==> config.mk <==
export PLATFORM = sky130hd
export DESIGN_NAME = rtst_ctrl
export DESIGN_NICKNAME = d
export VERILOG_FILES = /design/src/rtl/core/rtst_pkg.sv /design/src/rtl/core/rtst_ctrl.sv
export SDC_FILE = /design/constraint.sdc
export NUM_CORES = 1
export LEC_CHECK = 0
export BUFFER_PORTS_ARGS = -buffer_cell sky130_fd_sc_hd__buf_2
export CORE_AREA = 2 2 70 72
export DETAILED_ROUTE_END_ITERATION = 16
export DIE_AREA = 0 0 72 74
export GPL_TIMING_DRIVEN = 1
export MAX_ROUTING_LAYER = met4
export PLACE_DENSITY = 0.8
export SLEW_MARGIN = 20
export SYNTH_ARGS = -nofsm -noshare
export SYNTH_HDL_FRONTEND = slang
export SYNTH_SLANG_ARGS = --single-unit
==> constraint.sdc <==
create_clock -name clk_i -period 5.1 [get_ports clk_i]
set_input_delay 0.51 -clock clk_i [delete_from_list [all_inputs] [get_ports clk_i]]
set_output_delay 0.51 -clock clk_i [all_outputs]
set_load 0.005 [all_outputs]
==> src/rtl/core/rtst_pkg.sv <==
// Shared types and constants of the ribbon trail tessellator.
`default_nettype none
package rtst_pkg;

  localparam int unsigned CoordW = 32;
  localparam int unsigned InDataW = 192;
  localparam int unsigned OutDataW = 120;
  localparam logic [15:0] AlongMax = 16'd64225;

  // One head/tail pair: entries 0..2 head x/y/z, entries 3..5 tail x/y/z.
  typedef logic [5:0][CoordW-1:0] pair_t;

  typedef struct packed {
    logic item_clr;
    logic hist_shift;
    logic kept_push;
    logic kept_shift;
    logic adiv_start;
    logic spl_start;
    logic cand_kept;
    logic cand_spl;
    logic pend_load;
    logic slot_inc;
    logic emit_tail;
    logic out_last;
  } cmd_t;

  typedef struct packed {
    logic keep_bit;
    logic adiv_done;
    logic spl_done;
    logic cand_zero;
    logic pend_v;
  } sts_t;

endpackage
`default_nettype wire

==> src/rtl/core/rtst_ctrl.sv <==
// Controller: sequences scan, along divide, spline points and vertex output.
`default_nettype none
module rtst_ctrl #(
  parameter int unsigned HD = 8,
  parameter int unsigned DIV = 4,
  localparam int unsigned HIW = $clog2(HD),
  localparam int unsigned JW = $clog2(DIV + 1),
  localparam int unsigned NPW = $clog2(1 + HD * (DIV + 1) + 1)
) (
  input  wire logic            clk_i,
  input  wire logic            rst_ni,
  input  wire logic            in_valid_i,
  output logic                 in_ready_o,
  output logic                 out_valid_o,
  input  wire logic            out_ready_i,
  input  wire rtst_pkg::sts_t  sts_i,
  output rtst_pkg::cmd_t       cmd_o,
  output logic [HIW-1:0]       scan_idx_o,
  output logic [JW-1:0]        spl_j_o,
  output logic [NPW-1:0]       np_m1_o
);

  localparam int unsigned NKW = $clog2(HD + 1);

  typedef enum logic [3:0] {
    S_IDLE, S_SCAN, S_NP, S_DIVS, S_DIVW, S_PT, S_EH, S_ET, S_NEXT, S_SPW, S_FLUSH
  } state_e;

  state_e          state_q, state_d;
  logic [HIW-1:0]  i_q, i_d;
  logic [NKW-1:0]  nk_q, nk_d;
  logic [NPW-1:0]  np_q, np_d;
  logic [NKW-1:0]  rem_q, rem_d;
  logic [NKW-1:0]  span_q, span_d;
  logic [JW-1:0]   j_q, j_d;
  logic            mode_q, mode_d;
  logic            final_q, final_d;

  always_comb begin
    state_d = state_q;
    i_d     = i_q;
    nk_d    = nk_q;
    np_d    = np_q;
    rem_d   = rem_q;
    span_d  = span_q;
    j_d     = j_q;
    mode_d  = mode_q;
    final_d = final_q;
    cmd_o   = '0;
    unique case (state_q)
      S_IDLE: begin
        if (in_valid_i) begin
          cmd_o.hist_shift = 1'b1;
          cmd_o.item_clr   = 1'b1;
          i_d     = HIW'(HD - 1);
          nk_d    = '0;
          state_d = S_SCAN;
        end
      end
      S_SCAN: begin
        if (sts_i.keep_bit) begin
          cmd_o.kept_push = 1'b1;
          nk_d = nk_q + 1'b1;
        end
        if (i_q == '0) begin
          state_d = S_NP;
        end else begin
          i_d = i_q - 1'b1;
        end
      end
      S_NP: begin
        if (int'(nk_q) >= 4) begin
          np_d = NPW'(1 + (int'(nk_q) - 3) * (DIV + 1));
        end else begin
          np_d = NPW'(nk_q);
        end
        state_d = S_DIVS;
      end
      S_DIVS: begin
        if (int'(np_q) < 2) begin
          state_d = S_IDLE;
        end else begin
          cmd_o.adiv_start = 1'b1;
          state_d = S_DIVW;
        end
      end
      S_DIVW: begin
        if (sts_i.adiv_done) begin
          cmd_o.cand_kept = 1'b1;
          if (int'(nk_q) >= 4) begin
            mode_d = 1'b1;
            span_d = NKW'(int'(nk_q) - 3);
            j_d    = '0;
          end else begin
            mode_d = 1'b0;
            cmd_o.kept_shift = 1'b1;
            rem_d  = nk_q - 1'b1;
          end
          state_d = S_PT;
        end
      end
      S_PT: begin
        if (sts_i.cand_zero) begin
          cmd_o.slot_inc = 1'b1;
          state_d = S_NEXT;
        end else if (!sts_i.pend_v) begin
          cmd_o.pend_load = 1'b1;
          cmd_o.slot_inc  = 1'b1;
          state_d = S_NEXT;
        end else begin
          final_d = 1'b0;
          state_d = S_EH;
        end
      end
      S_EH: begin
        if (out_ready_i) state_d = S_ET;
      end
      S_ET: begin
        cmd_o.emit_tail = 1'b1;
        cmd_o.out_last  = final_q;
        if (out_ready_i) begin
          if (final_q) begin
            state_d = S_IDLE;
          end else begin
            cmd_o.pend_load = 1'b1;
            cmd_o.slot_inc  = 1'b1;
            state_d = S_NEXT;
          end
        end
      end
      S_NEXT: begin
        if (!mode_q) begin
          if (rem_q == '0) begin
            state_d = S_FLUSH;
          end else begin
            cmd_o.cand_kept  = 1'b1;
            cmd_o.kept_shift = 1'b1;
            rem_d   = rem_q - 1'b1;
            state_d = S_PT;
          end
        end else if (span_q == '0) begin
          state_d = S_FLUSH;
        end else begin
          cmd_o.spl_start = 1'b1;
          state_d = S_SPW;
        end
      end
      S_SPW: begin
        if (sts_i.spl_done) begin
          cmd_o.cand_spl = 1'b1;
          if (j_q == JW'(DIV)) begin
            j_d    = '0;
            span_d = span_q - 1'b1;
            cmd_o.kept_shift = 1'b1;
          end else begin
            j_d = j_q + 1'b1;
          end
          state_d = S_PT;
        end
      end
      S_FLUSH: begin
        if (sts_i.pend_v) begin
          final_d = 1'b1;
          state_d = S_EH;
        end else begin
          state_d = S_IDLE;
        end
      end
      default: state_d = S_IDLE;
    endcase
  end

  always_ff @(posedge clk_i or negedge rst_ni) begin
    if (!rst_ni) begin
      state_q <= S_IDLE;
      i_q     <= '0;
      nk_q    <= '0;
      np_q    <= '0;
      rem_q   <= '0;
      span_q  <= '0;
      j_q     <= '0;
      mode_q  <= 1'b0;
      final_q <= 1'b0;
    end else begin
      state_q <= state_d;
      i_q     <= i_d;
      nk_q    <= nk_d;
      np_q    <= np_d;
      rem_q   <= rem_d;
      span_q  <= span_d;
      j_q     <= j_d;
      mode_q  <= mode_d;
      final_q <= final_d;
    end
  end

  assign in_ready_o  = (state_q == S_IDLE);
  assign out_valid_o = (state_q == S_EH) || (state_q == S_ET);
  assign scan_idx_o  = i_q;
  assign spl_j_o     = j_q;
  assign np_m1_o     = np_q - 1'b1;

  a_no_overlap: assert property (@(posedge clk_i) disable iff (!rst_ni)
    !(in_ready_o && out_valid_o)) else $error("request accepted while vertices pending");
  a_last_on_tail: assert property (@(posedge clk_i) disable iff (!rst_ni)
    (out_valid_o && cmd_o.out_last) |-> cmd_o.emit_tail) else $error("last on head vertex");
  a_last_idle: assert property (@(posedge clk_i) disable iff (!rst_ni)
    (out_valid_o && out_ready_i && cmd_o.out_last) |=> in_ready_o)
    else $error("not idle after final vertex");
  a_no_zero_pend: assert property (@(posedge clk_i) disable iff (!rst_ni)
    cmd_o.pend_load |-> !sts_i.cand_zero) else $error("zero point queued for output");

endmodule
`default_nettype wire
# --- Word-level counts from Yosys, hierarchy flattened ---
# Cells that the tools add are included.
classes:
  eq_ne: 27
  mul: 1
  addsub: 10
  order_cmp: 2
  n_mux: 69
  n_reduce_logical: 17
op_table:
  columns: ["operator", "count"]
  rows:
  - ["2-to-1 mux 4 bit", 21]
  - ["one-hot mux 4 bit (11 select lines)", 1]
  - ["!= test 2 bit (second input constant)", 16]
  - ["2-to-1 mux 3 bit", 8]
  - ["one-hot mux 4 bit (2 select lines)", 3]
  - ["2-to-1 mux 1 bit", 22]
  - ["equality test 4 x 3 -> 1 bit (second input constant)", 4]
  - ["2-to-1 mux 2 bit", 7]
  - ["equality test 4 bit (second input constant)", 3]
  - ["zero test 4 bit", 3]
  - ["one-hot mux 3 bit (2 select lines)", 2]
  - ["subtractor 4 x 1 -> 4 bit (second input constant)", 3]
  - ["AND reduction 5 bit", 2]
  - ["equality test 4 x 2 -> 1 bit (second input constant)", 2]
  - ["AND reduction 4 bit", 2]
  - ["nonzero test 2 bit", 4]
  - ["adder 2 x 6 -> 6 bit (first input constant)", 1]
  - ["< comparator 6 x 2 -> 1 bit (second input constant)", 1]
  - ["multiplier 5 x 4 -> 6 bit (second input constant)", 1]
  - ["2-to-1 mux 6 bit", 1]
  - ["AND reduction 3 bit", 2]
  - ["AND reduction 6 bit", 1]
  - ["subtractor 6 x 1 -> 6 bit (second input constant)", 1]
  - ["subtractor 4 x 2 -> 5 bit (second input constant)", 1]
  - ["other kinds (13)", 14]
word_totals:
  output_inout_bits: 26
  input_bits: 9
  word_cells: 135
  register_bits: 30

# --- Logic depth before layout (Yosys ltp) ---
logic_depth:
  ltp_word: 4
  mapped_depth: 11
  mapped_depth_nobuf: 10

# --- Least setup slack after synthesis ---
# No wires, ideal clock.
synth_timing:
  path_type: "register -> register"
  startpoint: "register nk_q[0]"
  endpoint: "register np_q[5]"
  path_slack_ns: 2.490
  synth_period_minus_slack_ns: 2.610
  arrival_ns: 2.484
  setup_ns: 0.126
  t_required_ns: 4.974
  path_stages_with_launch: 12
  n_path_buf: 1
  path_cell_list: "dfrtp_1 > clkbuf_1 > inv_1 > ha_1 > inv_1 > ha_1 > ha_1 > a21o_1 > a21oi_1 > xor2_1 > nor3_1 > a221o_1"
synth_between:
  elab_chain_len: 4
  word_cells_on_any_way: 5
  classes_between: "2 x add/sub; 1 x mul; 1 x order compare; 1 x mux"
synth_rtl:
  columns: ["element", "line_no", "rtl"]
  rows:
  - ["start: declaration", "rtst_ctrl.sv:31", "logic [NKW-1:0] nk_q, nk_d;"]
  - ["start signal: assignment", "rtst_ctrl.sv:187", "nk_q <= nk_d;"]
  - ["subtractor 4 x 2 -> 5 bit", "rtst_ctrl.sv:73", "np_d = NPW'(1 + (int'(nk_q) - 3) * (DIV + 1));"]
  - ["multiplier 5 x 4 -> 6 bit", "rtst_ctrl.sv:73", null]
  - ["adder 2 x 6 -> 6 bit", "rtst_ctrl.sv:73", null]
  - ["2-to-1 mux 6 bit *", "rtst_ctrl.sv:72", "if (int'(nk_q) >= 4) begin"]
  - ["end signal: assignment", "rtst_ctrl.sv:188", "np_q <= np_d;"]
  - ["end: declaration", "rtst_ctrl.sv:32", "logic [NPW-1:0] np_q, np_d;"]
# Every way passes the cells marked *; elsewhere a longest branch is shown, timed or not.
# A chain may end at the register's enable or synchronous reset.

# --- Final worst setup path ---
# Same ends and word-level chain as after synthesis.

==> impl_metrics.env <==
export IMPL_path_max_fanout=10
export IMPL_timing_critical_path_cells="inv_1, ha_1, inv_1, ha_1, ha_1, a21o_1, a21oi_1, xor2_1, nor3_1, a221o_1"
export IMPL_finalCriticalPeriod_ps=2720
export IMPL_insertion_delay_ps=290
export IMPL_layout_drive_gt1_share_pct=18.0
export IMPL_critPathMostFrequentCell="sky130_fd_sc_hd__ha_1"
export IMPL_die_area_mm2=0.00533
export IMPL_drt_first_iter_violations=88
export IMPL_p_clk_share_pct=13.9
export IMPL_critical_path_endpoint_category="flip-flop"
export IMPL_finalPower_uw=1320
export IMPL_core_area_mm2=0.00460
export IMPL_synth_ff_type="sky130_fd_sc_hd__dfrtp_1"
export IMPL_vias=1958
export IMPL_hold_violations=0
export IMPL_global_route_overflow_total=0
export IMPL_finalSetupTns_ps=0
export IMPL_report_final_setup_viol=0
export IMPL_finish_instance_area_mm2=0.00244
export IMPL_detailed_place_area_mm2=0.00236
export IMPL_worstPathRequired_ps=5270
export IMPL_cpMaxStageDelayCell="sky130_fd_sc_hd__dfrtp_1"
export IMPL_ys_async_sr_fraction_pct=100
export IMPL_rsz0062_at_grt="false"
export IMPL_fmax_mhz=368
export IMPL_clk_root_buffer_cell="sky130_fd_sc_hd__clkbuf_8"
export IMPL_post_synth_cell_area_avg_um2=8.55
export IMPL_fill_cells=441
export IMPL_post_route_drc_count=0
export IMPL_power_net_switching_uw=597
export IMPL_maxCapViolations=0
export IMPL_finalWeightedCongestion=0.904
export IMPL_p_int_uw=723
export IMPL_synth_top_family_by_area="simple AND/OR/NAND/NOR gates"
export IMPL_number_of_cts_inserted_buffers=5
export IMPL_initial_utilization_pct=48.0
export IMPL_die_width_um=72
export IMPL_die_height_um=74
export IMPL_areaGrowthSynthToFinish_pct=10.4
export IMPL_synth_net_count=282
export IMPL_portBuffers=34
export IMPL_synthesis_area_mm2=0.00221
export IMPL_clock_tree_buffer_depth=2
export IMPL_synthMuxAreaShare_pct=2.83
export IMPL_power_share_switching_pct=45.2
export IMPL_synth_area_leader_cell="sky130_fd_sc_hd__dfrtp_1"
export IMPL_cellPowerDensity_mw_per_mm2=542
export IMPL_post_drt_wl_per_cell_um=14.3
export IMPL_status="finished, final reports clean"
export IMPL_synth_seq_cells=30
export IMPL_timing_critical_path_slowest_cell_delay_ps=510
export IMPL_placement_rows=25
export IMPL_globalRouteTotalUtil_pct=20.5
export IMPL_grt_antenna_before_repair=0
export IMPL_synth_simple_gate_area_share_pct=22.1
export IMPL_synth_adder_area_share_pct=8.50
export IMPL_remaining_antenna_violation_count=0
export IMPL_synth_edff_count=0
export IMPL_share_of_total_power_in_sequential_cells_pct=31.9
export IMPL_grt_pass1_vias=1852
export IMPL_ctsHoldBuffers=0
export IMPL_synth_compound_area_share_pct=21.3
export IMPL_cts_sinks=30
export IMPL_fin_worst_skew_ps=2.33
export IMPL_cp_data_arrival_time_ps=2890
export IMPL_detailedRoute_firstPassIterationCount=4
export IMPL_warnings_synthesis=0
export IMPL_vdd_ir_drop_max_uv=300
export IMPL_synthTopCellsByArea="sky130_fd_sc_hd__dfrtp_1, sky130_fd_sc_hd__ha_1, sky130_fd_sc_hd__o21ai_0, sky130_fd_sc_hd__nand2_1, sky130_fd_sc_hd__nor2_1"
export IMPL_first_pass_grt_wire_length_mm=8.28
export IMPL_slew_headroom_pct=54.0
export IMPL_synth_xor_xnor_area_share_pct=4.76
export IMPL_criticalPathCategory="reg -> reg"
export IMPL_tritoncts="built"
export IMPL_antenna_diode_count=0
export IMPL_viasPerCell=5.79
export IMPL_commonest_cells_in_the_netlist="sky130_fd_sc_hd__dfrtp_1, sky130_fd_sc_hd__nand2_1, sky130_fd_sc_hd__nor2_1, sky130_fd_sc_hd__o21ai_0, sky130_fd_sc_hd__inv_1"
export IMPL_ioPinCount=35
export IMPL_synth_seq_area_share_pct=34.0
export IMPL_p_comb_share_pct=54.1
export IMPL_synthesized_netlist_cell_count=258
export IMPL_synth_most_common_cell="sky130_fd_sc_hd__dfrtp_1"
export IMPL_worst_setup_hold_path_clk_slew_ps=60
export IMPL_dpl_hpwl_mm=3.60
export IMPL_critical_path_startpoint_type="flip-flop"
export IMPL_timing_final_crit_share_pct=53.2
export IMPL_nets=308
export IMPL_worst_hold_path_type="in -> async"
export IMPL_maximum_number_of_pins_on_one_net_before_global_route_repair=31
export IMPL_p_leak_uw=0.00112
export IMPL_worstMarginPinSlew_ps=690
export IMPL_synthDistinctLibCells=60
export IMPL_post_cts_resized=0
export IMPL_cts_max_level=2
export IMPL_timing_max_transition_violations_final=0
export IMPL_detail_route_wirelength_mm=4.84
export IMPL_synthDominantCellAreaShare_pct=34.0
export IMPL_post_cts_buffers=0
## layer usage
metal / GRT usage, % / share of wire, %
met3: 5.56 / 6.2
met2: 34.1 / 48
met5: - / 0
met4: 8.39 / 2.0
met1: 23.5 / 43
## metrics by stage
stage	worst slack, ps	util [%]	hold WS, ps	std cells
3_3_place_gp	2500	51.3	485	331
6_report	2380	53.0	255	338
4_1_cts	2370	53.0	283	338
2_1_floorplan	2490	-	214	258
3_5_place_dp	2390	51.3	492	331
5_1_grt	2210	53.0	316	338
## layout make-up
type                            count  area [um^2]  share of cell area (%)
Multi-Input combinational cell    197         1310                    53.9
Sequential cell                    30          751                    30.8
Timing Repair Buffer               34          170                    6.98
Clock buffer                        7         76.3                    3.13
Tap cell                           54         67.6                    2.77
Inverter                           16         60.1                    2.46
## worst max-delay path: cells and delay by family, from the launching register on
kind	cells	cell delay [ps]
and+or+nand+nor	1	80
buffers and inverters	2	210
xor gates and xnor gates	1	210
DFF	1	510
AOI/OAI and AO/OA	3	610
adders and majority gates	3	990
## power by group through the flow
stage	Clock, uW	Sequential, uW	Combinational (uW)
2_1_floorplan	0	365	595
3_3_place_gp	0	419	698
3_5_place_dp	0	424	718
4_1_cts	192	419	721
5_1_grt	199	440	816
6_report	184	422	715
## final timing paths
path	from	end	slack (ps)	cells after the start
min in group clk_i	sts_i[2]	state_q[3]$_DFFE_PN0P_	480	2
setup reg to reg	nk_q[0]$_DFFE_PN0P_	np_q[5]$_DFFE_PN0P_	2380	10
hold reg to reg	scan_idx_o[0]$_DFFE_PN0P_	scan_idx_o[0]$_DFFE_PN0P_	500	1
setup / recovery	nk_q[0]$_DFFE_PN0P_	np_q[5]$_DFFE_PN0P_	2380	10
max in group asynchronous	rst_ni	final_q$_DFFE_PN0P_	4390	1
hold / removal	rst_ni	np_q[2]$_DFFE_PN0P_	260	1
## sequential cells by signal, indices dropped and copies added (netlist names), 3 cells and up
name,flops
np_q,6
nk_q,4
rem_q,4
span_q,4
state_q,4
scan_idx_o,3
spl_j_o,3
## cell usage in the layout (no fill, tap or decap), types with 3 or more instances in the layout
master                      n
sky130_fd_sc_hd__a21oi_1   15
sky130_fd_sc_hd__a22o_1     3
sky130_fd_sc_hd__a31oi_1    5
sky130_fd_sc_hd__and3_1     3
sky130_fd_sc_hd__buf_2     34
sky130_fd_sc_hd__clkbuf_8   5
sky130_fd_sc_hd__dfrtp_1   30
sky130_fd_sc_hd__ha_1      15
sky130_fd_sc_hd__inv_1     16
sky130_fd_sc_hd__mux2i_1    4
sky130_fd_sc_hd__nand2_1   22
sky130_fd_sc_hd__nand2b_1   4
sky130_fd_sc_hd__nand3_1    3
sky130_fd_sc_hd__nor2_1    21
sky130_fd_sc_hd__nor2b_1    3
sky130_fd_sc_hd__nor3_1    15
sky130_fd_sc_hd__o21a_1     3
sky130_fd_sc_hd__o21ai_0   19
sky130_fd_sc_hd__o22ai_1    4
sky130_fd_sc_hd__o31ai_1    4
sky130_fd_sc_hd__xnor2_1    4
sky130_fd_sc_hd__xor2_1     8
## kinds of logic after synthesis
family	count (synthesis)
and+or+nand+nor	92
AOI/OAI and AO/OA	72
buffers and inverters	31
DFF	30
adders and majority gates	15
xor gates and xnor gates	12
muxes	6
Power figures use the tool's default switching activity.
